===== src/rtl/rgbc3_pkg.sv =====
// Shared types and constants for the 3x3 RGB convolution filter.
// Used by rgbc3_line_mem, rgbc3_filter and rgb_conv3x3_zero_pad_core.
package rgbc3_pkg;

    localparam int MAX_WIDTH  = 1024;
    localparam int LINE_AW    = $clog2(MAX_WIDTH);
    localparam int FIFO_DEPTH = 8;
    localparam int FIFO_AW    = $clog2(FIFO_DEPTH);

    localparam logic [10:0] RST_IMAGE_WIDTH   = 11'd640;
    localparam logic [15:0] RST_IMAGE_HEIGHT  = 16'd480;
    localparam logic [23:0] RST_KERNEL_TOP    = 24'h000000;
    localparam logic [23:0] RST_KERNEL_MIDDLE = 24'h004000;
    localparam logic [23:0] RST_KERNEL_BOTTOM = 24'h000000;

    typedef enum logic [2:0] {
        CFG_IMAGE_WIDTH   = 3'd0,
        CFG_IMAGE_HEIGHT  = 3'd1,
        CFG_KERNEL_TOP    = 3'd2,
        CFG_KERNEL_MIDDLE = 3'd3,
        CFG_KERNEL_BOTTOM = 3'd4
    } t_cfg_idx;

    // Pixel word: red in bits 7:0, green in 15:8, blue in 23:16.
    typedef logic [23:0] t_pix;

    // Window row 0 is the row above, column 0 the left neighbor.
    typedef t_pix [2:0][2:0] t_window;

    // Kernel row 0 is the top row; byte 0 of a row is its left coefficient.
    typedef logic [2:0][23:0] t_kernel;

    typedef struct packed {
        logic top;
        logic bottom;
        logic left;
        logic right;
    } t_edge;

    typedef struct packed {
        t_pix older;
        t_pix newer;
    } t_line_word;

    typedef struct packed {
        logic       kind;
        logic [7:0] red_in;
        logic [7:0] green_in;
        logic [7:0] blue_in;
    } t_in_beat;

    typedef struct packed {
        logic [7:0] red_out;
        logic [7:0] green_out;
        logic [7:0] blue_out;
        logic       frame_end;
    } t_out_beat;

endpackage


===== src/rtl/rgbc3_filter.sv =====
// Per-channel 3x3 multiply stage (registered products) and sum, shift and clamp.
// Depends on rgbc3_pkg.
module rgbc3_filter (
    input  logic                 i_clk,
    input  rgbc3_pkg::t_window   i_win,
    input  rgbc3_pkg::t_kernel   i_kern,
    input  rgbc3_pkg::t_edge     i_edge,
    output logic [2:0][7:0]      o_chan
);

    logic               en    [3][3];
    logic signed [16:0] coef  [3][3];
    logic signed [16:0] pval  [3][3][3];
    logic signed [16:0] n_prod [3][3][3];
    logic signed [16:0] r_prod [3][3][3];
    logic signed [20:0] acc   [3];

    always_comb begin
        for (int r = 0; r < 3; r++) begin
            for (int c = 0; c < 3; c++) begin
                en[r][c] = 1'b1;
                if (r == 0) en[r][c] = en[r][c] & i_edge.top;
                if (r == 2) en[r][c] = en[r][c] & i_edge.bottom;
                if (c == 0) en[r][c] = en[r][c] & i_edge.left;
                if (c == 2) en[r][c] = en[r][c] & i_edge.right;
                coef[r][c] = 17'($signed(i_kern[r][8*c +: 8]));
            end
        end
        for (int ch = 0; ch < 3; ch++) begin
            for (int r = 0; r < 3; r++) begin
                for (int c = 0; c < 3; c++) begin
                    pval[ch][r][c] = $signed({9'd0, i_win[r][c][8*ch +: 8]});
                    n_prod[ch][r][c] = en[r][c] ? coef[r][c] * pval[ch][r][c] : 17'sd0;
                end
            end
        end
    end

    always_ff @(posedge i_clk) begin
        r_prod <= n_prod;
    end

    always_comb begin
        for (int ch = 0; ch < 3; ch++) begin
            acc[ch] = '0;
            for (int r = 0; r < 3; r++) begin
                for (int c = 0; c < 3; c++) begin
                    acc[ch] = acc[ch] + 21'(r_prod[ch][r][c]);
                end
            end
            if (acc[ch][20]) begin
                o_chan[ch] = 8'd0;
            end else if (acc[ch][19:14] != 6'd0) begin
                o_chan[ch] = 8'd255;
            end else begin
                o_chan[ch] = acc[ch][13:6];
            end
        end
    end

endmodule


===== config.mk =====
export PLATFORM = sky130hd
export DESIGN_NAME = rgbc3_filter
export DESIGN_NICKNAME = d
export VERILOG_FILES = /design/src/rtl/rgbc3_pkg.sv /design/src/rtl/rgbc3_filter.sv
export SDC_FILE = /design/constraint.sdc
export NUM_CORES = 2
export LEC_CHECK = 0
export BUFFER_PORTS_ARGS = -buffer_cell sky130_fd_sc_hd__buf_4
export CORE_MARGIN = 2
export CORE_UTILIZATION = 45
export CTS_BUF_LIST = sky130_fd_sc_hd__clkbuf_16
export DETAILED_ROUTE_END_ITERATION = 8
export PLACE_DENSITY_LB_ADDON = 0.08
export SYNTH_ARGS = -nofsm -noshare
export SYNTH_HDL_FRONTEND = slang
export SYNTH_SLANG_ARGS = --single-unit

===== constraint.sdc =====
create_clock -name i_clk -period 6.8 [get_ports i_clk]
set_input_delay 0.34 -clock i_clk [delete_from_list [all_inputs] [get_ports i_clk]]
set_output_delay 0.34 -clock i_clk [all_outputs]
set_load 0.02 [all_outputs]

==> metrics.yaml <==
run_status: "completed"
cp-end-kind: "primary output"
worst-slew-pin-transition_ns: 1.06
finalWeightedCongestion: 0.959
whs_ns: 0.0499
critical_path.startpoint_type: "flip-flop"
post-route-min-period_ns: 6.47
post_cts_resize_count: 0
syn-num-nets: 11500
async_set_reset_flop_share_out_of_synthesis_pct: 0
max_clock_buf_depth: 3
grt_start_max_net_pins: 49
cts.root.buffer_cell: "clkbuf_16"
die-width_um: 425
synth.yosys.warnings: 0
synth.ff_latch_count: 459
worst-setup-path-type: "reg -> out"
numCtsBuffers: 57
remaining_drc_errors: 0
via_count_of_the_first_global_routing_pass: 61800
die_h_um: 425
cts_tree: "built"
required_ns: 6.46
met2WireLength_mm: 117
detail-route-antenna-nets: 0
netlist.top_cell.by_area: "fa_1"
worst_setup_path_startpoint: "r_prod[166]$_SDFF_PN0_"
overflow: 0
io_buffers: 316
clock_sinks: 459
post_place_worst_slack_ns: 1.01
finalMaxSlewViolations: 0
grt_setup_unrepaired: "no"
final_hold_violation_count: 0
synthesis.area_per_instance_um2: 9.19
viasPerCell: 5.09
hpwlAfterDp_mm: 201
post_route_cells_drive_above_1_share_pct: 5.34
crit_slowest_cell: "fa_1"
starting_density_of_the_core_pct: 45.3
layout-area-overhead-vs-synth_pct: 8.61
crit_path_max_fanout: 8
setup_viol_count_final: 0
yosysSeqAreaShare_pct: 11.5
final_std_cells_w_o_fill: 11300
timing.final.crit_share_pct: 95.2
nFillCells: 17000
die_area_um2: 181000
critical_path.n_buffers_inverters: 5
clock_tree.htree_level_count: 2
largest_register_ffs: 459
fmaxAchievable_mhz: 154
wl_met1_mm: 102
yosys.area.top_type_share_pct: 34.2
max_slew_margin_pct: 28.9
synthFlopType: "dfxtp_1"
globalRouteTotalUtil_pct: 26.9
synth.cell_area_um2: 79700
synth_enable_flop_cells: 0
cpLargestDelayFamily: "adder cells"
std_cell_rows: 154
timing.critical_path.arrival_ns: 6.13
final_net_count: 11800
drtPass1Iterations: 5
placeableCoreArea_um2: 176000
antenna_found_initial: 15
synth_top_cells_by_area: "fa_1 (34%), ha_1 (19%), dfxtp_1 (12%)"
synthesized_instance_count: 8672
largest_registers: "r_prod x459"
clkTransAtPathRegs_ns: 0.06
totalNegativeSetupSlack_ns: 0
classification_of_the_worst_slack_hold_path: "in -> reg"
synth_cell_types: 68
largest-register: "r_prod"
drt-initial-drc-count: 2871
routed_length_on_met3_mm: 8.51
finalWirelength_mm: 236
grt_first_pass_wirelength_mm: 369
timing.critical_path.cells: "inv_1 > fa_1 > inv_1 > fa_1 > fa_1 > inv_1 > fa_1 > inv_1 > ha_1 > a21oi_1 > nor2b_1 > o21a_1 > nor3_1 > a21oi_1 > o2111a_1 > a211oi_2 > a41oi_1 > buf_4"
max_cap_violations: 0
num_io_pins: 317
avgRoutedWirePerCell_um: 20.9
crit_path_max_incr_delay_ns: 0.70
top_layer: "met5"
vias: 57600
placed_cells: 11200
min-delay-start: "i_win[112]"
final_critical_path_setup_slack_ns: 0.326
## synthesized netlist by cell type, drive strengths merged (13+ instances only)
| cell | number |
|---|---|
| inv | 1904 |
| fa | 1362 |
| ha | 1215 |
| and2 | 930 |
| nand2 | 767 |
| dfxtp | 459 |
| nor2 | 355 |
| a21oi | 188 |
| nand2b | 186 |
| clkbuf | 181 |
| o21ai | 163 |
| xnor2 | 156 |
| nor3 | 117 |
| xor2 | 104 |
| a21o | 95 |
| and3 | 84 |
| nor2b | 59 |
| o211ai | 33 |
| a211oi | 31 |
| a41oi | 29 |
| or3 | 26 |
| nor3b | 25 |
| a21boi | 21 |
| a2111o | 18 |
| or2 | 16 |
| a211o | 15 |
| a31o | 15 |
| a31oi | 15 |
| nand3 | 13 |
## logic make-up after synthesis
kind of cell               after synthesis  share of synthesized area [%]
and+or+nand+nor                       2589                           16.7
adders and majority gates             2577                           53.3
buffers and inverters                 2094                           9.86
AOI/OAI and AO/OA                      685                           5.69
DFF                                    459                           11.5
xor gates and xnor gates               260                           2.86
muxes                                    8                          0.105
## stage by stage
stage,area (µm²),utilization (%)
after floorplan,79700,-
after global placement,84500,48.0
after detailed placement,84500,48.0
after CTS,86500,49.1
after global routing,86600,49.1
final,86600,49.2
## routing by layer
| layer | GRT usage, % | vias up |
|---|---|---|
| met4 | 8.11 | 4 |
| met3 | 2.50 | 246 |
| met5 | 0 | - |
| met2 | 46.9 | 1037 |
| met1 | 35.3 | 29300 |
| li1 | - | 27000 |
## final cells by class
class | count | area [µm²] | share of cell area [%]
Sequential cell | 459 | 9190 | 10.6
Antenna cell | 14 | 35.0 | 0.0405
Tap cell | 2340 | 2930 | 3.38
Inverter | 1910 | 7170 | 8.28
Clock buffer | 57 | 1430 | 1.65
Timing Repair Buffer | 354 | 2690 | 3.10
Clock inverter | 46 | 473 | 0.546
Multi-Input combinational cell | 6119 | 62700 | 72.4
## cells in the final DEF, fill, tap and decap left out, types with 84 or more instances in the layout
cell type	n
fa_1	1362
a21o_1	95
a21oi_1	188
o21ai_0	162
ha_1	1215
and3_1	84
nor3_1	116
inv_1	1910
dfxtp_1	459
xnor2_1	156
nand2_1	767
xor2_1	104
nand2b_1	186
and2_1	930
buf_4	343
nor2_1	355
## what timing repair did
item / CTS / global route
hold endpoints to repair: 11 / 0
buffers inserted: 0 / 0
hold buffers: 11 / 0
## final timing paths
path	to	slack, ns	depth (start not counted)
setup / recovery	o_chan[10]	0.33	18
hold / removal	r_prod[68]$_DFF_P_	0.05	2
Power is left out: the tool's default activity adds up to more than one toggle a clock period on the data nets, which glitch-free logic cannot reach.
